[config.mk]
export PLATFORM = sky130hd
export DESIGN_NAME = laser_range_frame_parser
export DESIGN_NICKNAME = d
export VERILOG_FILES = /design/src/rtl/lrfp_pkg.sv /design/src/rtl/laser_range_frame_parser.sv /design/src/rtl/lrfp_front.sv /design/src/rtl/lrfp_queue.sv /design/src/rtl/lrfp_back.sv
export SDC_FILE = /design/constraint.sdc
export NUM_CORES = 1
export LEC_CHECK = 0
export CAP_MARGIN = 40
export CORE_UTILIZATION = 30
export DETAILED_ROUTE_END_ITERATION = 7
export DONT_BUFFER_PORTS = 1
export GPL_TIMING_DRIVEN = 1
export PLACE_DENSITY = 0.43
export SYNTH_ARGS = -nofsm -noshare
export SYNTH_HDL_FRONTEND = slang
export SYNTH_SLANG_ARGS = --single-unit
[constraint.sdc]
create_clock -name aclk -period 4 [get_ports aclk]
set_input_delay 0.8 -clock aclk [delete_from_list [all_inputs] [get_ports aclk]]
set_output_delay 0.8 -clock aclk [all_outputs]
set_load 0.01 [all_outputs]
[src/rtl/lrfp_pkg.sv]
// ----------------------------------------------------------------------------
// lrfp_pkg
// shared types and constants of the laser range frame parser
// ----------------------------------------------------------------------------
package lrfp_pkg;

    localparam int          BYTE_W      = 8;
    localparam int          DIST_W      = 29;
    localparam int          CNT_W       = 4;
    localparam int          QUEUE_DEPTH = 4;

    localparam logic [BYTE_W-1:0] START_BYTE  = 8'h80;
    localparam logic [BYTE_W-1:0] ERR_MARK    = 8'h45;
    localparam logic [BYTE_W-1:0] ASCII_ZERO  = 8'h30;
    localparam logic [CNT_W-1:0]  FRAME_STORE = 4'd11;

    // buffer positions of interest
    localparam logic [CNT_W-1:0]  POS_FIRST_DIGIT = 4'd3;

    // work item kinds passed from front to back
    typedef logic [1:0] kind_t;
    localparam kind_t K_FIRST = 2'd0;  // leading digit, also carries the error marker
    localparam kind_t K_DIGIT = 2'd1;  // following digit
    localparam kind_t K_END   = 2'd2;  // trailer seen, emit result

    typedef struct packed {
        kind_t              kind;
        logic [BYTE_W-1:0]  data;
    } work_t;

endpackage

[src/rtl/laser_range_frame_parser.sv]
// ----------------------------------------------------------------------------
// laser_range_frame_parser
// builds 12-byte rangefinder frames from serial bytes and reports distance
// ----------------------------------------------------------------------------
//  channel | dir | ports                          | content
//  --------+-----+--------------------------------+-----------------------------
//  s_      | in  | s_tvalid s_tready s_tdata[7:0] | received byte
//  m_      | out | m_tvalid m_tready m_tdata[31:0]| distance, padded to 32 bits
//          |     | m_tuser[0]                     | error frame flag
//
//  one byte transaction per cycle is taken while the work queue has room
//  a result appears after the trailer byte transaction passes through the
//    queue write and then the back end's result register
//  the back end retires one queue entry per cycle, so the queue only fills
//    while m_tready is held low; s_tready then drops until a result leaves
//  aresetn is synchronous, active low; no clearing pass, the block is ready
//    in the first cycle after reset
// ----------------------------------------------------------------------------
module laser_range_frame_parser #(
    parameter int QUEUE_DEPTH = lrfp_pkg::QUEUE_DEPTH
) (
    input  logic        aclk,
    input  logic        aresetn,
    // byte input
    input  logic        s_tvalid,
    output logic        s_tready,
    input  logic [7:0]  s_tdata,   // [7:0] rx_byte
    // frame results
    output logic        m_tvalid,
    input  logic        m_tready,
    output logic [31:0] m_tdata,   // [28:0] distance, [31:29] zero
    output logic [0:0]  m_tuser    // [0] error_frame
);

    logic                          q_full;
    logic                          byte_accept;
    logic                          push;
    lrfp_pkg::work_t               push_item;
    logic                          pop_valid;
    lrfp_pkg::work_t               pop_item;
    logic                          pop;
    logic [lrfp_pkg::DIST_W-1:0]   distance;
    logic                          error_frame;

    // a byte is taken whenever the queue has room, whether or not it yields work
    assign s_tready    = !q_full;
    assign byte_accept = s_tvalid && s_tready;

    // front: start detection, byte position tracking, digit and trailer tagging
    lrfp_front u_front (
        .aclk       (aclk),
        .aresetn    (aresetn),
        .byte_valid (byte_accept),
        .byte_data  (s_tdata),
        .push       (push),
        .push_item  (push_item)
    );

    // decouples frame tracking from result delivery
    lrfp_queue #(
        .DEPTH (QUEUE_DEPTH)
    ) u_queue (
        .aclk      (aclk),
        .aresetn   (aresetn),
        .push      (push),
        .push_item (push_item),
        .full      (q_full),
        .pop_valid (pop_valid),
        .pop_item  (pop_item),
        .pop       (pop)
    );

    // back: decimal accumulation, error check and result register
    lrfp_back u_back (
        .aclk         (aclk),
        .aresetn      (aresetn),
        .item_valid   (pop_valid),
        .item         (pop_item),
        .item_pop     (pop),
        .out_valid    (m_tvalid),
        .out_distance (distance),
        .out_error    (error_frame),
        .out_ready    (m_tready)
    );

    assign m_tdata = {{(32 - lrfp_pkg::DIST_W){1'b0}}, distance};
    assign m_tuser = error_frame;

endmodule

[src/rtl/lrfp_front.sv]
// ----------------------------------------------------------------------------
// lrfp_front
// frame tracking: finds the start byte, counts bytes, tags digits and trailer
// ----------------------------------------------------------------------------
module lrfp_front (
    input  logic                          aclk,
    input  logic                          aresetn,
    input  logic                          byte_valid,
    input  logic [lrfp_pkg::BYTE_W-1:0]   byte_data,
    output logic                          push,
    output lrfp_pkg::work_t               push_item
);

    localparam logic [1:0] PH_IDLE  = 2'd0;
    localparam logic [1:0] PH_START = 2'd1;
    localparam logic [1:0] PH_DATA  = 2'd2;
    localparam logic [1:0] PH_END   = 2'd3;

    logic [1:0]                  phase_reg, phase_next;
    logic [lrfp_pkg::CNT_W-1:0]  cnt_reg, cnt_next;

    always_comb begin
        phase_next     = phase_reg;
        cnt_next       = cnt_reg;
        push           = 1'b0;
        push_item.kind = lrfp_pkg::K_DIGIT;
        push_item.data = byte_data;
        if (byte_valid) begin
            unique case (phase_reg)
                PH_IDLE: begin
                    if (byte_data == lrfp_pkg::START_BYTE) begin
                        cnt_next   = 4'd1;
                        phase_next = PH_START;
                    end
                end
                PH_START: begin
                    cnt_next   = cnt_reg + 4'd1;
                    phase_next = PH_DATA;
                end
                PH_DATA: begin
                    cnt_next = cnt_reg + 4'd1;
                    if (cnt_next == lrfp_pkg::FRAME_STORE) begin
                        phase_next = PH_END;
                    end
                    // position 6 carries no digit
                    unique case (cnt_reg) inside
                        lrfp_pkg::POS_FIRST_DIGIT: begin
                            push           = 1'b1;
                            push_item.kind = lrfp_pkg::K_FIRST;
                        end
                        4'd4, 4'd5, [4'd7:4'd10]: begin
                            push = 1'b1;
                        end
                        default: begin
                        end
                    endcase
                end
                PH_END: begin
                    push           = 1'b1;
                    push_item.kind = lrfp_pkg::K_END;
                    cnt_next       = '0;
                    phase_next     = PH_IDLE;
                end
                default: begin
                    phase_next = PH_IDLE;
                end
            endcase
        end
    end

    always_ff @(posedge aclk) begin
        if (!aresetn) begin
            phase_reg <= PH_IDLE;
            cnt_reg   <= '0;
        end else begin
            phase_reg <= phase_next;
            cnt_reg   <= cnt_next;
        end
    end

endmodule

[src/rtl/lrfp_queue.sv]
// ----------------------------------------------------------------------------
// lrfp_queue
// small first-in first-out store of work items between front and back
// ----------------------------------------------------------------------------
module lrfp_queue #(
    parameter int DEPTH = lrfp_pkg::QUEUE_DEPTH
) (
    input  logic             aclk,
    input  logic             aresetn,
    input  logic             push,
    input  lrfp_pkg::work_t  push_item,
    output logic             full,
    output logic             pop_valid,
    output lrfp_pkg::work_t  pop_item,
    input  logic             pop
);

    localparam int AW = (DEPTH > 1) ? $clog2(DEPTH) : 1;
    localparam int CW = $clog2(DEPTH + 1);

    lrfp_pkg::work_t   mem [DEPTH];
    logic [AW-1:0]     wr_ptr_reg, rd_ptr_reg;
    logic [CW-1:0]     count_reg, count_next;
    logic              do_push, do_pop;

    assign full      = (count_reg == CW'(DEPTH));
    assign pop_valid = (count_reg != '0);
    assign pop_item  = mem[rd_ptr_reg];
    assign do_push   = push && !full;
    assign do_pop    = pop && pop_valid;

    always_comb begin
        count_next = count_reg;
        if (do_push && !do_pop) begin
            count_next = count_reg + CW'(1);
        end else if (!do_push && do_pop) begin
            count_next = count_reg - CW'(1);
        end
    end

    always_ff @(posedge aclk) begin
        if (do_push) begin
            mem[wr_ptr_reg] <= push_item;
        end
    end

    always_ff @(posedge aclk) begin
        if (!aresetn) begin
            wr_ptr_reg <= '0;
            rd_ptr_reg <= '0;
            count_reg  <= '0;
        end else begin
            count_reg <= count_next;
            if (do_push) begin
                wr_ptr_reg <= (wr_ptr_reg == AW'(DEPTH - 1)) ? '0 : wr_ptr_reg + AW'(1);
            end
            if (do_pop) begin
                rd_ptr_reg <= (rd_ptr_reg == AW'(DEPTH - 1)) ? '0 : rd_ptr_reg + AW'(1);
            end
        end
    end

endmodule

[src/rtl/lrfp_back.sv]
// ----------------------------------------------------------------------------
// lrfp_back
// digit accumulation (times ten plus digit), error check, result register
// ----------------------------------------------------------------------------
module lrfp_back (
    input  logic                          aclk,
    input  logic                          aresetn,
    input  logic                          item_valid,
    input  lrfp_pkg::work_t               item,
    output logic                          item_pop,
    output logic                          out_valid,
    output logic [lrfp_pkg::DIST_W-1:0]   out_distance,
    output logic                          out_error,
    input  logic                          out_ready
);

    localparam int DW = lrfp_pkg::DIST_W;

    logic [DW-1:0]                acc_reg, acc_next;
    logic [DW-1:0]                last_reg, last_next;
    logic                         err_reg, err_next;
    logic                         valid_reg, valid_next;
    logic [DW-1:0]                dist_reg, dist_next;
    logic                         oerr_reg, oerr_next;
    logic [lrfp_pkg::BYTE_W-1:0]  digit;
    logic                         slot_free;

    assign digit     = item.data - lrfp_pkg::ASCII_ZERO;
    assign slot_free = !valid_reg || out_ready;
    assign item_pop  = item_valid && ((item.kind != lrfp_pkg::K_END) || slot_free);

    always_comb begin
        acc_next   = acc_reg;
        err_next   = err_reg;
        last_next  = last_reg;
        valid_next = valid_reg && !out_ready;
        dist_next  = dist_reg;
        oerr_next  = oerr_reg;
        if (item_pop) begin
            unique case (item.kind)
                lrfp_pkg::K_FIRST: begin
                    acc_next = DW'(digit);
                    err_next = (item.data == lrfp_pkg::ERR_MARK);
                end
                lrfp_pkg::K_DIGIT: begin
                    // acc * 10 + digit, wraps at the field width
                    acc_next = (acc_reg << 3) + (acc_reg << 1) + DW'(digit);
                end
                lrfp_pkg::K_END: begin
                    if (!err_reg) begin
                        last_next = acc_reg;
                    end
                    valid_next = 1'b1;
                    dist_next  = err_reg ? last_reg : acc_reg;
                    oerr_next  = err_reg;
                end
                default: begin
                end
            endcase
        end
    end

    always_ff @(posedge aclk) begin
        if (!aresetn) begin
            valid_reg <= 1'b0;
            last_reg  <= '0;
            err_reg   <= 1'b0;
        end else begin
            valid_reg <= valid_next;
            last_reg  <= last_next;
            err_reg   <= err_next;
        end
    end

    always_ff @(posedge aclk) begin
        acc_reg  <= acc_next;
        dist_reg <= dist_next;
        oerr_reg <= oerr_next;
    end

    assign out_valid    = valid_reg;
    assign out_distance = dist_reg;
    assign out_error    = oerr_reg;

endmodule

; ---- After elaboration in Yosys (flattened, before gate mapping)
; Memories as Yosys holds them, arrays and structs flattened. A register that Yosys moved wholly into a read port is not among the register bits.
; Cells that the tools add are included.
[word_totals]
mem_count = 1
wordCells = 89
ff_bits = 103
romBits = 0
output_inout_bits = 35
ramBits = 40
latch_bits = 0
inputBits = 12
[mem_list]
columns = memory, depth, width, rd, rd_ports_with_merged_regs, wr, line_no
row1 = u_queue.mem, 4, 10, 1, 1, 1, lrfp_queue.sv:21  ; lrfp_pkg::work_t mem [DEPTH];
[classes]
reduce_logical = 27
n_div = 0
shifts = 0
muxes = 23
n_mul = 0
order_cmp = 2
bitwise_logic = 0
n_eq_ne = 17
add_sub_neg = 8
[op_table]
columns = cell, n
row1 = $pmux 29 s2, 1
row2 = $add 29x29->29, 1
row3 = $add 29x8->29, 1
row4 = $mux 29, 1
row5 = $mux 2, 7
row6 = $pmux 4 s3, 1
row7 = $eq 2x2->1 const B, 5
row8 = $eq 4x3->1 const B, 2
row9 = $eq 8x7->1 const B, 1
row10 = $eq 8x8->1 const B, 1
row11 = $logic_and 1x1->1, 8
row12 = $pmux 2 s4, 1
row13 = $reduce_and 2->1, 4
row14 = $sub 8x6->8 const B, 1
row15 = $mux 1, 7
row16 = $mux 3, 2
row17 = $logic_not 1->1, 5
row18 = $add 2x1->2 const B, 2
row19 = $add 4x1->4 const B, 1
row20 = $eq 2x1->1 const B, 2
row21 = $eq 4x2->1 const B, 1
row22 = $eq 4x4->1 const B, 1
row23 = $ge 4x3->1 const B, 1
row24 = $le 4x4->1 const B, 1
row25 = other kinds (15), 19

; ---- Logic depth before layout (Yosys ltp)
[logic_depth]
word_depth = 11
ltp_mapped = 14
depth_no_buf = 13

; ---- Modules after synthesis
; A second synthesis with hierarchy kept.
[unflattened]
hier_cells = 690
area_unflattened_um2 = 8066.5
[modules_own_cells]
columns = mod, seq_area_each_um2, cells_each, instances, area_each_um2
row1 = lrfp_back, 2392.3, 505, 1, 5504.0
row2 = lrfp_queue, 1381.3, 103, 1, 1918.1
row3 = lrfp_front, 120.1, 76, 1, 608.1
row4 = laser_range_frame_parser, 0.0, 6, 1, 36.3

; ---- Worst setup path before layout
; No wires, ideal clock.
[synth_path]
path_type = register -> register
start = register (tool-made name)
end = register u_back.acc_reg[20], data pin
n_path_buf = 1
setup_time_ns = 0.265
arrival_time_ns = 3.396
required_ns = 3.735
period_less_slack_ns = 3.661
slack_ns = 0.339
stages_incl_launch_ff = 14
path_cell_list = dfxtp_1 > buf_6 > mux4_2 > ha_1 > xor2_1 > fa_1 > inv_1 > ha_1 > o211ai_1 > o21a_1 > a211o_1 > a21boi_0 > o31ai_1 > mux2i_1
[synth_lines]
columns = item, line_no
row1 = "end signal, assigned", lrfp_back.sv:76  ; acc_reg <= acc_next;
row2 = "end, declared", lrfp_back.sv:19  ; logic [DW-1:0] acc_reg, acc_next;

==> impl_metrics.tcl <==
set metrics [dict create \
    ys_ff_latch 145 \
    status "finished clean" \
    dieArea_sq_mm 0.0270 \
    synthTopCellsByArea "edfxtp_1 38%, dfxtp_1 12%, ha_1 10%" \
    core-area_sq_mm 0.0255 \
    post_cts_buffers 0 \
    dr.first_iter.drc_count 305 \
    whs_ns 0.465 \
    path_class "register to register" \
    synth.top_cell.area_share 0.377 \
    clkPwrFrac 0.277 \
    holdPathStages 0 \
    initial_utilization 0.310 \
    cp.arrival_ns 3.97 \
    viasPerCell 4.89 \
    cp.depth 11 \
    p_seq_frac 0.319 \
    avgSynthCellArea_sq_um 11.7 \
    crit_path_max_fanout 5 \
    area_delta_synth_final_pct 12.3 \
    rr_worst_depth 11 \
    power_w 0.00596 \
    nFillCells 2495 \
    cp-start-kind "register" \
    rsz0062_at_grt "false" \
    gp_congestion 0.800 \
    grt_max_degree 46 \
    cts_made_buffers 17 \
    cts_num_sinks 145 \
    die_w_um 164 \
    worst_path_max_delay_cell "mux4_2" \
    largest_register "u_queue.mem" \
    synth_top_family_by_area "adder cells" \
    synth-async-reset-ratio 0 \
    slowest_delay_ns 0.58 \
    postRouteAntennaNets 0 \
    first_pass_iters 4 \
    clk_pin_slew_ns 0.07 \
    synth_xor_area_frac 0.0222 \
    power_density_mw_per_mm2 673 \
    synth_edf_count 99 \
    fin_crit_sh 0.930 \
    tns_ns 0 \
    finalInstanceArea_sq_mm 0.00886 \
    seq_area_sq_mm 0.00389 \
    p_leak_nw 3.52 \
    switching_share 0.357 \
    cp_common_cell "ha_1" \
    cap_viol_max_count 0 \
    cp_top_family "adder cells" \
    ios 47 \
    drc_errors 0 \
    multiInputGateArea_sq_mm 0.00374 \
    hpwlAfterDp_um 12400 \
    yosysUniqueCellTypes 55 \
    synth_compound_gate_area_share 0.102 \
    postSynthCellCount 672 \
    routedWlPerCell_um 16.8 \
    synth_warnings 0 \
    htreeDepth 4 \
    switchingPower_w 0.00213 \
    cts-root-buf "clkbuf_16" \
    timing.fmax_mhz 269 \
    cp.required_ns 4.25 \
    grt_pass1_vias 5063 \
    grt_overflow 0 \
    fin_crit_ns 3.72 \
    synth-simple-area-share 0.116 \
    drive_gt1_frac 0.121 \
    muxShareOfSynthArea 0.108 \
    placed_cell_area_sq_mm 0.00824 \
    yosysSeqAreaShare 0.493 \
    ir_drop_mv 0.386 \
    finalSetupViolCount 0 \
    num_vias 4971 \
    synthAdderAreaFrac 0.122 \
    routed_wl_um 17100 \
    endpoint_kind "register" \
    synth_common_cells "99 x edfxtp_1, 66 x ha_1, 46 x dfxtp_1, 46 x nand2_1, 40 x a21oi_1" \
    clock_skew_ns 0.0130 \
    intPower_w 0.00383 \
    crit_chain "mux4_2 -> ha_1 -> xor2_1 -> fa_1 -> inv_1 -> ha_1 -> or3_1 -> o2111ai_1 -> a31oi_1 -> o21a_1 -> nor3_1" \
    clk_path_buf_depth 2 \
    yosys.cell_count.top_type "edfxtp_1" \
    synth_ff_type "edfxtp_1" \
    tritoncts "done" \
    grt_antenna_before_repair 0 \
    portBuffers 0 \
    maxSlewViolCount 0 \
    n_antenna_cell 0 \
    final_nets 758 \
    hold_violations 0 \
    grt_use_total 0.136 \
    critical_path_buf_inv_count 1 \
    slew_headroom 0.443 \
    num_rows 58 \
    comb_power_share 0.404 \
    hp-class "input port to register" \
    fp.dieH_um 164 \
    netlist_area_sq_mm 0.00789 \
    fin_util 0.348 \
    synth_top_area_cell "edfxtp_1" \
    clkLatencyLatePin_ns 0.43 \
    grt_pass1_wl_um 27700 \
    worst-slew-pin-transition_ns 0.834 \
    largest_register_ffs 40 \
]
-- per-stage QoR --
stage / setup WS (ns) / cells
2_1_floorplan: 0.339 / 674
3_3_place_gp: 0.161 / 984
3_5_place_dp: 0.129 / 984
4_1_cts: 0.0993 / 1016
5_1_grt: 0.0292 / 1016
6_report: 0.281 / 1016
-- worst paths after layout --
| check | from | slack (ns) | end |
|---|---|---|---|
| max reg2reg | register | 0.28 | u_back.acc_reg[21] |
| min reg2reg | u_back.last_reg[18] | 0.51 | u_back.last_reg[18] |
| min | s_tdata[1] | 0.46 | u_queue.mem[3][1] |
| max | register | 0.28 | u_back.acc_reg[21] |
-- what timing repair did --
action                     CTS  global route
setup endpoints to repair    0            13
resized for setup            0             5
hold buffers                 0             0
-- cells in the final DEF, fill, tap and decap left out, types with 8 or more instances in the layout --
cell | Yosys | layout
a21o_1 | 12 | 12
a21oi_1 | 40 | 40
clkbuf_16 | 0 | 18
dfxtp_1 | 46 | 45
edfxtp_1 | 99 | 99
ha_1 | 66 | 66
inv_1 | 33 | 33
mux2_2 | 23 | 23
mux2i_1 | 37 | 37
mux4_2 | 10 | 10
nand2_1 | 46 | 46
nand2b_1 | 8 | 8
nand3_1 | 10 | 10
nand4_1 | 8 | 8
nor2_1 | 23 | 22
nor2b_1 | 39 | 39
nor3_1 | 16 | 16
o21a_1 | 10 | 10
o21ai_0 | 24 | 24
xnor2_1 | 13 | 12
-- cell families after synthesis --
family | Yosys count
xor+xnor | 20
other cells | 1
mux | 70
simple gates | 175
fa+ha+maj | 73
flops | 145
compound gates | 126
buf+inv | 62
-- layout make-up --
| class | instances | area share |
|---|---|---|
| Sequential cell | 145 | 0.440 |
| Multi-Input combinational cell | 467 | 0.422 |
| Clock buffer | 20 | 0.0517 |
| Tap cell | 330 | 0.0466 |
| Clock inverter | 12 | 0.0164 |
| Inverter | 33 | 0.0140 |
| Timing Repair Buffer | 9 | 0.00946 |
-- per-layer routing --
layer,GRT usage,part of all wire,vias up
met4,0.0513,0.019,0
met1,0.183,0.49,2414
met5,0,0,-
met3,0.0293,0.032,18
met2,0.213,0.46,80
li1,-,-,2459
-- power by group through the flow --
stage               clock network, W  registers, W  logic [W]
global placement                   0       0.00193    0.00241
global route                 0.00175       0.00192    0.00272
detailed placement                 0       0.00194    0.00241
CTS                          0.00169       0.00190    0.00243
floorplan                          0       0.00189    0.00194
finish                       0.00165       0.00190    0.00241
(Power assumes the default switching activity.)
